### config.mk
export PLATFORM = sky130hd
export DESIGN_NAME = lav_emit
export DESIGN_NICKNAME = d
export VERILOG_FILES = /design/src/sv/lav_pkg.sv /design/src/sv/lav_emit.sv
export SDC_FILE = /design/constraint.sdc
export NUM_CORES = 1
export LEC_CHECK = 0
export BUFFER_PORTS_ARGS = -buffer_cell sky130_fd_sc_hd__buf_2
export CORE_MARGIN = 2
export CORE_UTILIZATION = 24
export DETAILED_ROUTE_END_ITERATION = 8
export HOLD_SLACK_MARGIN = 0.1
export SLEW_MARGIN = 20
export SYNTH_ARGS = -nofsm -noshare
export SYNTH_HDL_FRONTEND = slang
export SYNTH_SLANG_ARGS = --single-unit
export TNS_END_PERCENT = 1
### constraint.sdc
create_clock -name clk -period 7.6 [get_ports clk]
set_input_delay 0.38 -clock clk [delete_from_list [all_inputs] [get_ports clk]]
set_output_delay 0.38 -clock clk [all_outputs]
set_load 0.005 [all_outputs]
### src/sv/lav_pkg.sv
// shared types and a constant for the look-at view matrix block
package lav_pkg;

  localparam logic signed [31:0] FX_ONE = 32'sd65536;

  // one accepted item after the front has formed target - eye
  typedef struct packed {
    logic              fwd_zero;
    logic [2:0][32:0]  d;
    logic [2:0][31:0]  eye;
    logic [2:0][31:0]  up;
  } lav_item_t;

  // finished matrix handed from the back end to the column emitter
  typedef struct packed {
    logic              ident;
    logic [2:0][19:0]  rgt;
    logic [2:0][19:0]  cup;
    logic [2:0][19:0]  fwd;
    logic [2:0][31:0]  trans;
  } lav_mat_t;

  typedef enum logic [3:0] {
    B_IDLE, B_MAG, B_SHIFT, B_MAC, B_POST, B_ROOT, B_DIV0, B_DIV, B_NDONE, B_DONE
  } back_state_t;

  typedef enum logic [1:0] {MD_SQ, MD_XUP, MD_XCUP, MD_DOT} mac_mode_t;

  typedef enum logic [1:0] {PH_FWD, PH_RGT1, PH_RGT2} phase_t;

  typedef struct packed {
    logic [1:0] a_comp;
    logic [1:0] b_comp;
    logic       neg;
    logic       first;
    logic [1:0] dst;
  } mac_term_t;

endpackage

### src/sv/lav_emit.sv
// output side: holds one matrix and sends it as four column transfers
module lav_emit import lav_pkg::*; (
  input  logic         clk,
  input  logic         rst,
  input  logic         mat_valid,
  output logic         mat_ready,
  input  lav_mat_t     mat,
  output logic         m_tvalid,
  input  logic         m_tready,
  output logic [135:0] m_tdata,
  output logic         m_tlast,
  output logic         m_tuser
);

  lav_mat_t   cur;
  logic       busy;
  logic [1:0] col;
  logic [31:0] e [4];
  logic       fire;

  assign fire      = m_tvalid && m_tready;
  assign mat_ready = !busy || (fire && col == 2'd3);
  assign m_tvalid  = busy;
  assign m_tlast   = (col == 2'd3);
  assign m_tuser   = cur.ident;

  always_comb begin
    for (int i = 0; i < 4; i++) begin
      e[i] = '0;
    end
    if (cur.ident) begin
      e[col] = FX_ONE;
    end else if (col == 2'd3) begin
      e[0] = cur.trans[0];
      e[1] = cur.trans[1];
      e[2] = cur.trans[2];
      e[3] = FX_ONE;
    end else begin
      e[0] = 32'($signed(cur.rgt[col]));
      e[1] = 32'($signed(cur.cup[col]));
      e[2] = -32'($signed(cur.fwd[col]));
    end
    m_tdata = {6'd0, e[3], e[2], e[1], e[0], col};
  end

  always_ff @(posedge clk) begin
    if (mat_valid && mat_ready) begin
      cur <= mat;
    end
  end

  always_ff @(posedge clk) begin
    if (rst) begin
      busy <= 1'b0;
      col  <= 2'd0;
    end else if (mat_valid && mat_ready) begin
      busy <= 1'b1;
      col  <= 2'd0;
    end else if (fire) begin
      col <= col + 2'd1;
      if (col == 2'd3) begin
        busy <= 1'b0;
      end
    end
  end

endmodule

== Word level (Yosys, flattened, before mapping) ==
Cells that the tools add are included.
Cells by class
  bitwise gates (word level): 1
  mux-type cells: 14
  add/subtract/negate cells: 2
  reductions and logical operators: 10
  equality and inequality tests: 1
  $lt $le $gt $ge: 3
Operators with widths (count)
  $mux 128: 1
  $bmux 20 s2: 3
  $mux 96: 1
  $demux 32 s2: 1
  $mux 20: 3
  $mux 32: 1
  $neg 20->32: 1
  $mux 17: 1
  $logic_and 1x1->1: 4
  $reduce_bool 2->1: 2
  $ge 3x3->1 const B: 1
  $lt 2x3->1 const B: 1
  $lt 3x1->1 const B: 1
  $mux 1: 3
  $not 2->3: 1
  $add 2x1->2 const B: 1
  $eq 2x2->1 const B: 1
  $reduce_and 2->1: 1
  $reduce_or 2->1: 1
  $logic_not 1->1: 1
  $logic_or 1x1->1: 1
Word-level totals
  input bits: 281
  word-level logic and storage cells: 46
  output and inout bits: 140
  flip-flop bits (word level): 280

== Depth between registers and ports, before layout ==
  depth in word-level cells: 6
  gate-level depth with buffers: 9
  gate-level depth less buffers: 7

== Least setup slack after synthesis ==
OpenSTA, ideal clock, no wires.
  kind: register -> register
  start: reg col[0]
  end: reg cur[0] (netlist name), enable pin
  stages on the path, launching flop included: 7
  data required time: 6.927 ns
  clock period less this slack: 8.122 ns
  buffers on the path: 1
  data arrival time: 7.449 ns
  library setup time: 0.673 ns
  slack: -0.522 ns
  path through: dfxtp_1 -> ha_1 -> clkbuf_1 -> nand2_1 -> and2_1 -> inv_1 -> and2_1
On the way
  cells in the longest elaborated chain, start to end: 4
RTL lines
  from (decl): RTL line lav_emit.sv:17  | logic [1:0] col;
  from (signal assigned): RTL line lav_emit.sv:60  | col <= col + 2'd1;
  $eq 2x2->1
  via m_tlast: RTL line lav_emit.sv:11  | output logic m_tlast,
  $logic_and 1x1->1: RTL line lav_emit.sv:22  | assign mat_ready = !busy || (fire && col == 2'd3);
  $logic_or 1x1->1: RTL line lav_emit.sv:22
  via mat_ready: RTL line lav_emit.sv:6  | output logic mat_ready,
  $logic_and 1x1->1: RTL line lav_emit.sv:47  | if (mat_valid && mat_ready) begin
  to (signal assigned): RTL line lav_emit.sv:48  | cur <= mat;
  to (decl): RTL line lav_emit.sv:15  | lav_mat_t cur;
The timed path passes the listed nets, and every way through them passes these cells.
A chain may end at the register's enable or synchronous reset.

== Worst setup path in the final report ==
  start: reg col[0]
  end: out m_tdata[94]
On the way
  cells in the longest elaborated chain, start to end: 5
  elaborated cells between the ends (all ways): 6
  those cells by class: add/sub: 1; eq/ne: 1; mux: 4
RTL lines
  $bmux 20 s2: RTL line lav_emit.sv:41  | e[2] = -32'($signed(cur.fwd[col]));
  $mux 20 (implied by the code): RTL line lav_emit.sv:41
  $neg 20->32: RTL line lav_emit.sv:41
  $mux 96 (*): RTL line lav_emit.sv:33  | end else if (col == 2'd3) begin
  $mux 128 (*): RTL line lav_emit.sv:31  | if (cur.ident) begin
  to (decl): RTL line lav_emit.sv:10  | output logic [135:0] m_tdata,
Every way passes the cells marked *; elsewhere a longest branch is shown, timed or not. The select of a mux whose other input is x is not followed.

==> impl_metrics.env <==
export IMPL_synth_fa_ha_area_share_pct=0.539
export IMPL_slowest_delay_ns=0.64
export IMPL_hold_violations=0
export IMPL_drive_above_1_share_pct=35.1
export IMPL_drc=0
export IMPL_worst_slew_pin_slew_ns=0.983
export IMPL_required_ns=7.22
export IMPL_areaGrowthSynthToFinish_pct=55.0
export IMPL_synth_edf_count=277
export IMPL_synth_main_ff_cell="edfxtp_1"
export IMPL_crit_top_cell="or4_4"
export IMPL_die_w_um=224
export IMPL_synth_area_leaders="edfxtp_1, mux2_2, a221oi_1, buf_4, nand2_1"
export IMPL_cts_sinks=280
export IMPL_crit_path_end_kind="primary output"
export IMPL_hp_class="in -> reg"
export IMPL_cts_root_buf="clkbuf_16"
export IMPL_grt_antenna_before_repair=5
export IMPL_dieArea_um2=50100
export IMPL_critPathSlowestCell="buf_4"
export IMPL_vias_per_cell=4.45
export IMPL_routed_wl_um=39200
export IMPL_setup_tns_final_ns=0
export IMPL_pre_cts_slack_ns=3.35
export IMPL_nets=1717
export IMPL_syn_avg_cell_area_um2=14.9
export IMPL_cts_setup_buffers=0
export IMPL_worst_path_buf_inv=2
export IMPL_detail_route_antenna_nets=0
export IMPL_rsz0062_at_grt="no"
export IMPL_cp_max_fo=51
export IMPL_coreArea_um2=47700
export IMPL_hpwlAfterDp_um=25300
export IMPL_num_rows=80
export IMPL_initial_utilization_pct=24.3
export IMPL_period_share_pct=61.4
export IMPL_status="finished clean"
export IMPL_critPathTopFamily="simple AND/OR/NAND/NOR gates"
export IMPL_setup_viol=0
export IMPL_synth_simple_area_share_pct=7.76
export IMPL_ctsResizeCount=0
export IMPL_grt_start_max_net_pins=143
export IMPL_synth_cell_area_um2=11600
export IMPL_yosysTopAreaCell="edfxtp_1"
export IMPL_ys_seq_elements=280
export IMPL_overflow=0
export IMPL_start_kind="register"
export IMPL_synthCells=777
export IMPL_firstDrtPassIters=5
export IMPL_grt_total_usage_pct=15.3
export IMPL_hold_buffers=278
export IMPL_clock_skew_ns=0.0246
export IMPL_synthArstFlopShare_pct=0
export IMPL_synth_xor_area_share_pct=0.981
export IMPL_globalplace_congestion=0.830
export IMPL_path_clk_slew_ns=0.06
export IMPL_netlist_area_leader_share_pct=71.7
export IMPL_max_freq_ghz=0.214
export IMPL_synth_compound_area_share_pct=7.84
export IMPL_ys_seq_area_share_pct=72.2
export IMPL_max_slew_margin_pct=34.4
export IMPL_synthTopCellsByCount="edfxtp_1, nand2_1, nor2_1"
export IMPL_worstPathArrival_ns=4.29
export IMPL_postLayoutSetupSlackWorst_ns=2.93
export IMPL_numCtsBuffers=35
export IMPL_crit_type="reg -> out"
export IMPL_p_leak_nw=6.98
export IMPL_tritoncts="yes"
export IMPL_io_buffers=383
export IMPL_muxShareOfSynthArea_pct=6.11
export IMPL_power_density_nw_per_um2=220
export IMPL_grt_pass1_wl_um=57300
export IMPL_ir_drop_mv=0.206
export IMPL_wire_per_inst_um=18.9
export IMPL_synth_cell_types=50
export IMPL_first_global_vias=9714
export IMPL_vias=9227
export IMPL_cap_violations=0
export IMPL_cts_max_path_buffers=3
export IMPL_pin_count=421
export IMPL_synthMostInstantiatedCell="edfxtp_1"
export IMPL_finalCriticalPeriod_ns=4.67
export IMPL_clock_latency_ns=0.54
export IMPL_slew_violations=0
export IMPL_synth_warnings=0
export IMPL_path_cells="buf_4, nor2b_4, o2bb2ai_1, or4_4, or4_4, o31ai_4, a21oi_1, buf_2"
export IMPL_htree_levels=2
export IMPL_synth_top_family_by_area="compound AO/OA/AOI/OAI gates"
export IMPL_drt_iter0_drc=524
export IMPL_die_y_um=224
-- final timing paths --
check                                      startpoint               endpoint  slack, ns  depth (start not counted)
worst max-delay path              col[0]$_SDFFE_PP0N_            m_tdata[94]       2.93                          8
worst min-delay path                              rst  m_tvalid$_SDFFE_PP0P_       0.16                          2
worst min register to register  m_tvalid$_SDFFE_PP0P_  m_tvalid$_SDFFE_PP0P_       0.67                          3
worst max register to register    col[1]$_SDFFE_PP0N_     cur[153]$_DFFE_PP_       3.74                          6
-- cell type report --
type | instances | area [µm²]
antenna | 3 | 7.51
clock buffer | 41 | 920
clock inverter | 21 | 260
fill | 4430 | 29800
inverter | 4 | 15.0
multi-input combinational | 440 | 2860
sequential | 280 | 8380
tap | 615 | 769
timing repair buffer | 670 | 4780
-- power breakdown --
group          total, mW  internal [mW]  switching, mW  leakage, nW
clock network       1.71           1.04          0.667        0.571
logic              0.423          0.225          0.197         3.74
registers           1.83           1.80         0.0295         2.66
total               3.97           3.07          0.894         6.98
-- flip-flops by register name, indices dropped and copies added, names as in the netlist --
name / flops
col: 2
m_tuser: 1
cur: 276
m_tvalid: 1
-- through the flow --
| stage | std cells | util (%) | power, mW | instance area [µm²] | hold WS [ns] |
|---|---|---|---|---|---|
| floorplan | 813 | - | 2.02 | 11700 | 0.452 |
| CTS | 2071 | 37.7 | 4.01 | 18000 | 0.126 |
| detailed placement | 1731 | 29.4 | 2.17 | 14000 | 0.558 |
| finish | 2074 | 37.7 | 3.97 | 18000 | 0.156 |
| global placement | 1731 | 29.4 | 2.17 | 14000 | 0.557 |
| global route | 2074 | 37.7 | 4.12 | 18000 | 0.146 |
-- logic make-up after synthesis --
family | after synthesis
compound gates | 126
fa+ha+maj | 5
other cells | 1
flops | 280
buf+inv | 93
xor+xnor | 13
simple gates | 195
mux | 64
-- per-layer routing --
| layer | wire (µm) | track usage [%] |
|---|---|---|
| met1 | 14800 | 17.1 |
| met3 | 2890 | 3.86 |
| met4 | 1220 | 6.22 |
| met2 | 20200 | 27.6 |
| met5 | 32 | 0 |
-- cells in the final DEF (no fill, tap or decap), types with 6 or more instances in the layout --
master / n
buf_2: 383
dlygate4sd3_1: 278
edfxtp_1: 277
nand2_1: 61
nor2_1: 56
mux2_2: 50
a21oi_1: 42
nor3_1: 40
conb_1: 37
a221oi_1: 36
clkbuf_16: 36
a22oi_1: 14
mux2i_1: 12
nand3_1: 12
o21ai_0: 9
a211oi_1: 9
buf_4: 8
xnor2_1: 7
xor2_1: 6
Note: power is estimated with default switching activity, not from simulation.
