===== src/sv/lav_pkg.sv =====
// shared types and a constant for the look-at view matrix block
package lav_pkg;

  localparam logic signed [31:0] FX_ONE = 32'sd65536;

  // one accepted item after the front has formed target - eye
  typedef struct packed {
    logic              fwd_zero;
    logic [2:0][32:0]  d;
    logic [2:0][31:0]  eye;
    logic [2:0][31:0]  up;
  } lav_item_t;

  // finished matrix handed from the back end to the column emitter
  typedef struct packed {
    logic              ident;
    logic [2:0][19:0]  rgt;
    logic [2:0][19:0]  cup;
    logic [2:0][19:0]  fwd;
    logic [2:0][31:0]  trans;
  } lav_mat_t;

  typedef enum logic [3:0] {
    B_IDLE, B_MAG, B_SHIFT, B_MAC, B_POST, B_ROOT, B_DIV0, B_DIV, B_NDONE, B_DONE
  } back_state_t;

  typedef enum logic [1:0] {MD_SQ, MD_XUP, MD_XCUP, MD_DOT} mac_mode_t;

  typedef enum logic [1:0] {PH_FWD, PH_RGT1, PH_RGT2} phase_t;

  typedef struct packed {
    logic [1:0] a_comp;
    logic [1:0] b_comp;
    logic       neg;
    logic       first;
    logic [1:0] dst;
  } mac_term_t;

endpackage


===== src/sv/lav_front.sv =====
// input side: takes items, forms target - eye, flags a zero forward and queues them
module lav_front import lav_pkg::*; (
  input  logic         clk,
  input  logic         rst,
  input  logic         s_tvalid,
  output logic         s_tready,
  input  logic [287:0] s_tdata,
  output logic         q_valid,
  output lav_item_t    q_item,
  input  logic         q_pop
);

  lav_item_t mem [2];
  logic      wr_ptr;
  logic      rd_ptr;
  logic [1:0] count;
  lav_item_t item_in;
  logic      push;

  always_comb begin
    for (int i = 0; i < 3; i++) begin
      item_in.eye[i] = s_tdata[32*i +: 32];
      item_in.up[i]  = s_tdata[192 + 32*i +: 32];
      item_in.d[i]   = 33'($signed(s_tdata[96 + 32*i +: 32])) -
                       33'($signed(s_tdata[32*i +: 32]));
    end
    item_in.fwd_zero = (item_in.d[0] == '0) && (item_in.d[1] == '0) && (item_in.d[2] == '0);
  end

  assign s_tready = (count != 2'd2);
  assign push     = s_tvalid && s_tready;
  assign q_valid  = (count != 2'd0);
  assign q_item   = mem[rd_ptr];

  always_ff @(posedge clk) begin
    if (push) begin
      mem[wr_ptr] <= item_in;
    end
  end

  always_ff @(posedge clk) begin
    if (rst) begin
      wr_ptr <= 1'b0;
      rd_ptr <= 1'b0;
      count  <= 2'd0;
    end else begin
      if (push) begin
        wr_ptr <= ~wr_ptr;
      end
      if (q_pop) begin
        rd_ptr <= ~rd_ptr;
      end
      count <= count + 2'(push) - 2'(q_pop);
    end
  end

endmodule


===== config.mk =====
export PLATFORM = sky130hd
export DESIGN_NAME = lav_front
export DESIGN_NICKNAME = d
export VERILOG_FILES = /design/src/sv/lav_pkg.sv /design/src/sv/lav_front.sv
export SDC_FILE = /design/constraint.sdc
export NUM_CORES = 1
export LEC_CHECK = 0
export BUFFER_PORTS_ARGS = -buffer_cell sky130_fd_sc_hd__buf_4
export CAP_MARGIN = 20
export CELL_PAD_IN_SITES_DETAIL_PLACEMENT = 1
export CELL_PAD_IN_SITES_GLOBAL_PLACEMENT = 1
export CORE_UTILIZATION = 48
export CTS_CLUSTER_DIAMETER = 80
export DETAILED_ROUTE_END_ITERATION = 8
export HOLD_SLACK_MARGIN = 0.03
export MAX_ROUTING_LAYER = met4
export PLACE_DENSITY_LB_ADDON = 0.1
export REMOVE_ABC_BUFFERS = 1
export SLEW_MARGIN = 20
export SYNTH_ARGS = -nofsm -noshare
export SYNTH_HDL_FRONTEND = slang
export SYNTH_SLANG_ARGS = --single-unit

===== constraint.sdc =====
create_clock -name clk -period 40.4 [get_ports clk]
set_input_delay 12.12 -clock clk [delete_from_list [all_inputs] [get_ports clk]]
set_output_delay 12.12 -clock clk [all_outputs]
set_load 0.02 [all_outputs]

==> results, run 1 <==
- Counting flops with a built-in enable in the synthesized netlist gives ~580.
- The first-pass GRT wire length is 116000 um.
- For this run, the total global-route usage over all layers was measured as 28.4%.
- Summed over all layers, the global routing overflow is 0.
- The number of synthesized register bits is approximately 590.
- Summed over its instances, the top area cell type makes up 65.1% of the synthesized netlist area.
- Entering global routing, the biggest net connects 147 pins.
- After synthesis, the mean cell area works out to 15.0 um2.
- The congestion estimate from routability-driven global placement came to 0.895.
- Yosys mapped the design onto 84 distinct sky130hd cell types.
- Counting every instance in the synthesized netlist gives about 1800.
- Once the clock tree was built, the resizer swapped 0 gates to a different size.
- In this run the horizontal extent of the chip is 239 um.
- In this run the deepest clock path goes through 3 buffers.
- The initial standard-cell utilization of the core is 48.7%.
- The first error in the log reads "[ERROR DRT-0255] Maze Route cannot find path of net q_item[110] in worker of routeBox ( 193200 96600 ) ( 238900 144900 )".
- The share of the Yosys chip area taken by registers is 65.5%.
- The last stage the flow got to is detailed routing.
- The cell area after synthesis is around 27000 um2.
- The via count of the first global-routing pass is 19000.
- The clock root buffer master is sky130_fd_sc_hd__clkbuf_16.
- Counting every sink on the clock net gives 589.
- Buffers placed on the I/O ports in this run total slightly below 600.
- The number of post-CTS setup repair buffers is 0.
- The floorplan has 86 rows.
- The run stopped with a tool error.
- The detailed placer's ending HPWL is 58900 um.
- The share of synthesized registers carrying an async set or reset is 0%.
- The height of the die is 239 um.
- After synthesis, the cell types taking the most area are sky130_fd_sc_hd__edfxtp_1, sky130_fd_sc_hd__mux2_2, sky130_fd_sc_hd__ha_1.
- The most used flip-flop cell after synthesis is sky130_fd_sc_hd__edfxtp_1.
- In this run the count of I/O pins placed on the die edge is slightly below 600.
- The number of antenna violations at the first check in global routing is 16.
- The Yosys step of the flow raised 0 warnings.
- The hold buffer count at cts is 0.
- Of all cell types, the one taking the most synthesized area is sky130_fd_sc_hd__edfxtp_1.
- CTS built an H-tree with a depth of 3.
- In this run, CTS created clock tree buffers numbering 66.
## per-layer routing
metal  global-route usage (%)
met2                     48.2
met1                     30.7
met3                     9.61
met5                        -
met4                     11.0
## cells in the mapped netlist (30+ instances only)
library cell               instances
sky130_fd_sc_hd__nand2_1          74
sky130_fd_sc_hd__o21ai_0          50
sky130_fd_sc_hd__inv_1           119
sky130_fd_sc_hd__a21oi_1          90
sky130_fd_sc_hd__xnor2_1          55
sky130_fd_sc_hd__mux2_2          293
sky130_fd_sc_hd__edfxtp_1        584
sky130_fd_sc_hd__clkbuf_1         43
sky130_fd_sc_hd__ha_1             98
sky130_fd_sc_hd__xor2_1           30
sky130_fd_sc_hd__nor2_1           61
## logic make-up after synthesis
family	Yosys count	synth area share, %
fa+ha+maj	101	4.77
mux	295	12.3
xor+xnor	85	2.76
simple gates	295	5.73
compound gates	264	6.54
buf+inv	167	2.40
flops	589	65.5
## through the flow
step	hold slack, ps	utilization (%)	setup WS (ps)	cell area (um2)	instances
after global routing	557	61.9	24360	34300	3226
after CTS	524	61.9	24480	34200	3210
after detailed placement	507	58.2	23970	32200	3093
after global placement	490	58.2	24140	32200	3093
after floorplan	480	-	15140	26700	1748
==> inputs of run 2 (changes only) <==
- CELL_PAD_IN_SITES_DETAIL_PLACEMENT: 1 -> not set
- CELL_PAD_IN_SITES_GLOBAL_PLACEMENT: 1 -> not set
- CORE_UTILIZATION: 48 -> 40
- CTS_CLUSTER_DIAMETER: 80 -> not set
- HOLD_SLACK_MARGIN: 0.03 -> not set
- MAX_ROUTING_LAYER: met4 -> not set
- PLACE_DENSITY_LB_ADDON: 0.1 -> 0.15
==> results, run 2 <==
- Measured against its own limit, the worst slew margin works out to 25.9%.
- The maximum fanout along the worst path is 64.
- The clock net in this run drives a total of ~590 sinks.
- Synthesis produced 1796 cells.
- The proportion of layout cells with a drive suffix above 1 is around two fifths.
- Yosys mapped a number of flops with a built-in enable equal to approximately 600.
- The max-slew violation count is 0.
- The count of nets left with antenna violations once routing finished came out at 0.
- The synthesized netlist devotes under 10% of its cell area to XOR and XNOR gates.
- The routed design could run at a clock period as short as 15920 ps.
- The net total in the final layout is 2806.
- Dividing the detail-routed via count by the number of cells gives 5.18.
- With fillers left out, the area of the finished cells amounts to 34500 um2.
- The die is 262 um tall.
- The maximum resistive drop on vdd is 0.0000349 V.
- The leading cell type in the layout, fill and taps excluded is sky130_fd_sc_hd__buf_4.
- The share of the synthesized area in compound gates (AO/OA/AOI/OAI) is 6.54%.
- The area of the die is 68400 um2.
- For the worst setup path, the data required time is around 28000 ps.
- For this design, the slowest cell found on the critical path is sky130_fd_sc_hd__dfxtp_4.
- The clock root buffer master is sky130_fd_sc_hd__clkbuf_16.
- The number of design-rule violations left by the first detailed-router iteration is 940.
- The most frequently used flop master after synthesis is sky130_fd_sc_hd__edfxtp_1.
- Of all cell types, the one taking the most synthesized area is sky130_fd_sc_hd__edfxtp_1.
- The peak per-stage delay on the critical path is 810 ps.
- Once detailed placement completed, the half-perimeter wirelength came to 55200 um.
- The core region is ~66000 um2.
- After layout, the worst path uses approximately two fifths of the clock period.
- Ranked by flip-flop count, first place goes to mem.
- The kind of path behind the tightest hold check is reg2reg.
- Dividing the detail-routed wire length by the instance count gives approximately 23 um.
- The library cells used most frequently in the layout, excluding fill and tap cells, are sky130_fd_sc_hd__buf_4, sky130_fd_sc_hd__edfxtp_1, sky130_fd_sc_hd__mux2_2.
- In the final layout, the registers with the most flip-flops are mem x584, count x2.
- The combinational family with the most area after synthesis is multiplexers.
- Of the total synthesized cell area, the portion taken by AND, OR, NAND and NOR gates is 5.73%.
- The via count of the first global-routing pass is 17700.
- Per report_power, the clock group accounts for 31.8% of the total.
- Summing over every cut layer, the via total after detailed routing is approximately 17000.
- The H-tree generated during clock tree synthesis spans 3 levels.
- Summed over its instances, the top area cell type makes up 65.1% of the synthesized netlist area.
- The count of final hold-check violations was 0.
- Entering global routing, the biggest net connects 162 pins.
- The post-cts resize count is 0.
- Overall power consumption after layout is estimated at 1.93 mW.
- The arrival time reported for the critical path endpoint is 3800 ps.
- The relative area change from synthesis to final layout is 28.2%.
- Global routing used a little over a fifth of the available tracks.
- The number of synthesized register bits is 589.
- Setup violations remaining at the end of the flow were counted as 0.
- Buffers placed on the I/O ports in this run total 585.
- Broken down by cell family, the worst path's largest delay share belongs to buffers and inverters.
- The setup total negative slack is 0 ps.
- The number of antenna violations at the first check in global routing is 11.
- The startpoint class of the critical path is a flop.
- The die is 262 um wide.
- The number of buffers created by CTS is 68.
- During synthesis, Yosys emitted a total of 0 warnings.
- The placed cell area is 32300 um2.
- TritonCTS built the clock tree.
- The number of buffers and inverters on the critical path is 3.
- The adder-cell area share of the yosys netlist is under 10%.
- The first detailed-routing pass ran for 5 iterations.
- sky130_fd_sc_hd__edfxtp_1 is the most common cell in the netlist.
- The insertion delay to the later sink of the worst-skew pair is slightly above 600 ps.
- Buffers added to address setup during post-CTS repair amount to 0.
- The final estimated routing congestion in global placement is 0.930.
- The average instance area after synthesis is between 10 and 15 um2.
- For this design the static power due to leakage is ~13 nW.
- Wires add up to 75100 um.
- The net switching share of the total power is 29.6%.
- The floorplan has 94 rows.
- The sequential area share after synthesis is between 60% and 70%.
- The initial standard-cell utilization of the core is 40.7%.
- The clock passes through at most 3 buffers.
- The share of total power dissipated in sequential elements is a little over two fifths.
- The final hold slack is 530 ps.
- For the final database, setup skew stands at roughly 17 ps.
- Ranked by total cell area, the synthesized netlist is headed by sky130_fd_sc_hd__edfxtp_1, sky130_fd_sc_hd__mux2_2, sky130_fd_sc_hd__ha_1.
- For the pin with the worst max-slew slack, the measured transition is 1110 ps.
- The mux share of post-synthesis cell area is 12.3%.
- Of the total power, combinational logic draws 25.5%.
- Setup repair after global routing left no endpoint under its margin.
- The mapped netlist covers 26900 um2.
- Dividing total power by cell area gives a power density of 55.8 nW/um2.
- The first-pass GRT wire length is 108000 um.
- The number of distinct library cells after synthesis is 84.
- The share of synthesized registers carrying an async set or reset is 0%.
- The internal portion of the total power is ~1.4 mW.
- The flip-flop count of the largest register after layout is 584.
- The worst setup path is captured at an output port.
- Traced cell by cell, the critical path runs through buf_4, buf_4, mux2_2, buf_4.
- The top achievable clock speed is approximately 63 MHz.
- After synthesis, the most frequently instantiated cells are sky130_fd_sc_hd__edfxtp_1, sky130_fd_sc_hd__mux2_2, sky130_fd_sc_hd__inv_1, sky130_fd_sc_hd__ha_1, sky130_fd_sc_hd__a21oi_1.
- The clock edge transition at the registers on the reported setup and hold paths is roughly 50 ps.
- The switching component of the power is 570 uW.
- Hold repair after CTS inserted 0 buffers.
- Among the stages of the critical path, the cell type that occurs most often is sky130_fd_sc_hd__buf_4.
- The max capacitance violation total is 0.
- In this run the count of I/O pins placed on the die edge is 586.
- The flow ran to the end, and the final reports show no timing, DRC or antenna violations.
- The global route total overflow is 0.
- The critical path in this run is classified as reg2out.
- After detailed routing, the number of remaining DRC violations is 0.
## run 2: cell counts after synthesis
Identical to the previous run, type by type.
## run 2: layout make-up
class | count | area, um2
fillers | 5706 | 31700
flip-flops and latches | 589 | 17600
repair buffers | 595 | 4490
diodes | 2 | 5.00
clock inverters | 40 | 435
clock buffers | 82 | 1780
inverters | 119 | 447
multi-input cells | 1040 | 8670
well taps | 864 | 1080
## run 2: logic make-up (layout without fill, tap and decap cells)
| kind of cell | count (synthesis) | after routing |
|---|---|---|
| mux | 295 | 295 |
| other cells | 0 | 2 |
| simple gates | 295 | 295 |
| fa+ha+maj | 101 | 101 |
| buf+inv | 167 | 836 |
| xor+xnor | 85 | 85 |
| compound gates | 264 | 264 |
| flops | 589 | 589 |
## run 2: path summary, 6_finish.rpt
check	from	to	slack, ps	depth (start not counted)
worst max-delay path	flop	q_item[45]	24480	4
worst min-delay path	rd_ptr	rd_ptr	530	2
worst max register to register	count[0]	mem[0][85]	37440	5
worst min register to register	rd_ptr	rd_ptr	530	2
## run 2: metrics by stage
step	setup slack (ps)	util (%)	instances
3_5_place_dp	23900	48.8	3207
2_1_floorplan	15140	-	1748
3_3_place_gp	24080	48.8	3207
4_1_cts	24410	52.2	3329
5_1_grt	24270	52.2	3331
6_report	24480	52.2	3331
## run 2: power groups by stage
stage	sequential (mW)	clock (mW)	combinational (mW)
finish	0.824	0.612	0.491
floorplan	0.880	0	0.284
global placement	0.832	0	0.492
global route	0.833	0.648	0.525
CTS	0.825	0.628	0.498
detailed placement	0.837	0	0.496
## run 2: worst reg2reg max path, delay by kind of cell, from the launching register on
kind | cells | cell delay (ps)
buf+inv | 2 | 1740
simple gates | 3 | 440
flops | 1 | 340
## run 2: per-layer routing
layer	global-route usage, %	wire length [um]
met5	0	116
met2	36.3	36800
met4	5.70	1720
met3	7.09	6060
met1	25.5	30400
Power figures use the tool's default switching activity.
==> inputs of run 3 (changes only) <==
- clock period: 40.4 -> 15.5 ns (I/O delays scaled with it)
==> results, run 3 (synthesis results as in run 2) <==
- The setup total negative slack is 0 ps.
- The flow ran to the end, and the final reports show no timing, DRC or antenna violations.
- The maximum resistive drop on vdd is 0.0000888 V.
- The average wire per cell in the routed design is 22.5 um.
- In this run the worst hold path is classified as reg2reg.
- For the pin with the worst max-slew slack, the measured transition is 1120 ps.
- The total routing resource utilization after global routing is about a fifth.
- Max-cap violations in this run came to 0.
- For the final database, setup skew stands at 22.8 ps.
- The post-route netlist has 41.4% of its cells at a drive strength greater than 1.
- The die covers 68400 um2.
- The critical register-to-register path startpoint is count[0].
- The clock edge transition at the registers on the reported setup and hold paths is 50 ps.
- Before antenna repair, the detailed router went through 5 iterations.
- The count of input and output buffers is slightly below 600.
- Setup repair after global routing left no endpoint under its margin.
- The via count of the first global-routing pass is 17500.
- The kind of capture point of the worst setup path is a flop.
- The leading cell type in the layout, fill and taps excluded is sky130_fd_sc_hd__buf_4.
- The die is ~260 um tall.
- The number of sinks handled by clock tree synthesis is 589.
- The first routing iteration left 1163 violations.
- Dividing the detail-routed via count by the number of cells gives 5.20.
- The top cell types in the final layout, fill and taps aside, are sky130_fd_sc_hd__buf_4, sky130_fd_sc_hd__edfxtp_1, sky130_fd_sc_hd__mux2_2.
- In the final layout, the registers with the most flip-flops are mem x584, count x2.
- The count of final hold-check violations is 0.
- Routability-driven placement finished with a final weighted congestion of ~0.94.
- Tracing the worst setup path back leads to its startpoint at s_tdata[64].
- The final-layout fill cell count is 5709.
- The maximum fanout along the worst path is 4.
- The critical path class is in2reg.
- The leakage power figure is between 10 and 15 nW.
- Based on the critical path, the design can be clocked at up to 120 MHz.
- The later pin in the worst-skew pair is clocked with a latency of 590 ps.
- After layout, the worst path uses 53.9% of the clock period.
- The placed instances occupy a cell area of 32300 um2.
- The number of buffers created by CTS is 68.
- Setup violations remaining at the end of the flow were counted as 0.
- Including well taps, the total number of placed cells is 3207.
- The clock root buffer master is sky130_fd_sc_hd__clkbuf_16.
- The first-pass GRT wire length is 108000 um.
- The detailed placer's ending HPWL is 55100 um.
- The final core utilization is around 52%.
- The final worst slack is ~7000 ps.
- More flip-flops sit in one register than any other, and that register is mem.
- The max-slew violation count was 0.
- The placeable core area is 66200 um2.
- The initial standard-cell utilization of the core is 40.7%.
- Once the clock tree was built, the resizer swapped 0 gates to a different size.
- For this run, the post-layout net count is between 2000 and 3000.
- The count of placed standard cells in the final layout, fillers left out is 3327.
- The longest clock path from root to sink contains 3 buffers.
- Once detail routing completed, the nets flagged for antenna violations numbered 0.
- The number of antenna violations at the first check in global routing is 10.
- The power density normalized to cell area is 144 nW/um2.
- The x dimension of the die is 262 um.
- The total number of vias is 17300.
- From synthesis to final layout, the design area changed by 27.8%.
- The startpoint identified for the worst hold timing path is rd_ptr.
- TritonCTS built the clock tree.
- The total wire length after detailed routing is ~75000 um.
- For this design, the CTS-stage hold fixing added 0 buffers.
- After floorplanning, the core was divided into 94 placement rows.
- The I/O pin count is 586.
- The worst setup timing slack at the placement stage is 6440 ps.
- The register with the most flip-flops in the layout has between 500 and 600 of them.
- Data on the critical path arrives at its endpoint at 8750 ps.
- Summing all non-filler instances in the final layout gives an area of 34400 um2.
- The startpoint class of the critical path is an input port.
- The pin count of the biggest net entering global routing is 158.
- The relative slew slack is 25.3%.
- The number of post-CTS setup repair buffers is 0.
- The remaining routing DRC violations is 0.
- For the worst setup path, the data required time is 15890 ps.
- The level count of the clock H-tree is 3.
- The shortest period the worst path allows is about 8400 ps.
- The global route total overflow is 0.
## run 3: cell count changes in the layout (fill, tap and decap cells not counted), moves of 2 or more
cell | before | now
sky130_fd_sc_hd__clkbuf_1 | 13 | 10
sky130_fd_sc_hd__clkinv_1 | 13 | 17
sky130_fd_sc_hd__inv_16 | 3 | 0
sky130_fd_sc_hd__bufinv_16 | 7 | 5
## run 3: final timing paths
kind                               endpoint  slack [ps]  cells past startpoint
worst min register to register       rd_ptr         530                      2
worst max register to register   mem[1][18]       11990                      4
worst min-delay path                 rd_ptr         530                      2
worst max-delay path            mem[1][291]        7150                     14
## run 3: worst max-delay path: stages
cell and delay, ps:
sky130_fd_sc_hd__buf_4 120, sky130_fd_sc_hd__ha_1 220, sky130_fd_sc_hd__fa_1 410, sky130_fd_sc_hd__nand2b_1 190, sky130_fd_sc_hd__a21oi_1 240, sky130_fd_sc_hd__nor2_1 120
sky130_fd_sc_hd__xnor2_1 160, sky130_fd_sc_hd__or4_1 570, sky130_fd_sc_hd__nor4_1 430, sky130_fd_sc_hd__nand4_1 210, sky130_fd_sc_hd__or4_1 610, sky130_fd_sc_hd__nor4_1 350
sky130_fd_sc_hd__nand4b_1 170, sky130_fd_sc_hd__nor4_2 290
## run 3: routing by layer
metal,wire (um),vias to the layer above,track usage [%]
li1,-,8108,-
met1,30200,8529,25.6
met2,37000,527,36.5
met3,6160,106,6.63
met4,1260,14,4.80
met5,102,-,0
## run 3: final cells by class
type,count,area (um2),share of cell area [%]
diodes,2,5.00,0.0145
clock buffers,78,1740,5.05
clock inverters,40,350,1.02
inverters,119,447,1.30
multi-input cells,1040,8670,25.2
flip-flops and latches,589,17600,51.2
well taps,864,1080,3.14
repair buffers,595,4490,13.0
## run 3: report_power, final
group	total, mW	internal, mW	switching (mW)
registers	2.15	2.09	0.0542
logic	1.28	0.502	0.779
clock network	1.52	0.888	0.628
## run 3: through the flow
step           hold slack, ps  total power, mW
2_1_floorplan             480             3.03
3_3_place_gp              498             3.45
3_5_place_dp              506             3.48
4_1_cts                   523             5.01
5_1_grt                   590             5.16
6_report                  532             4.94
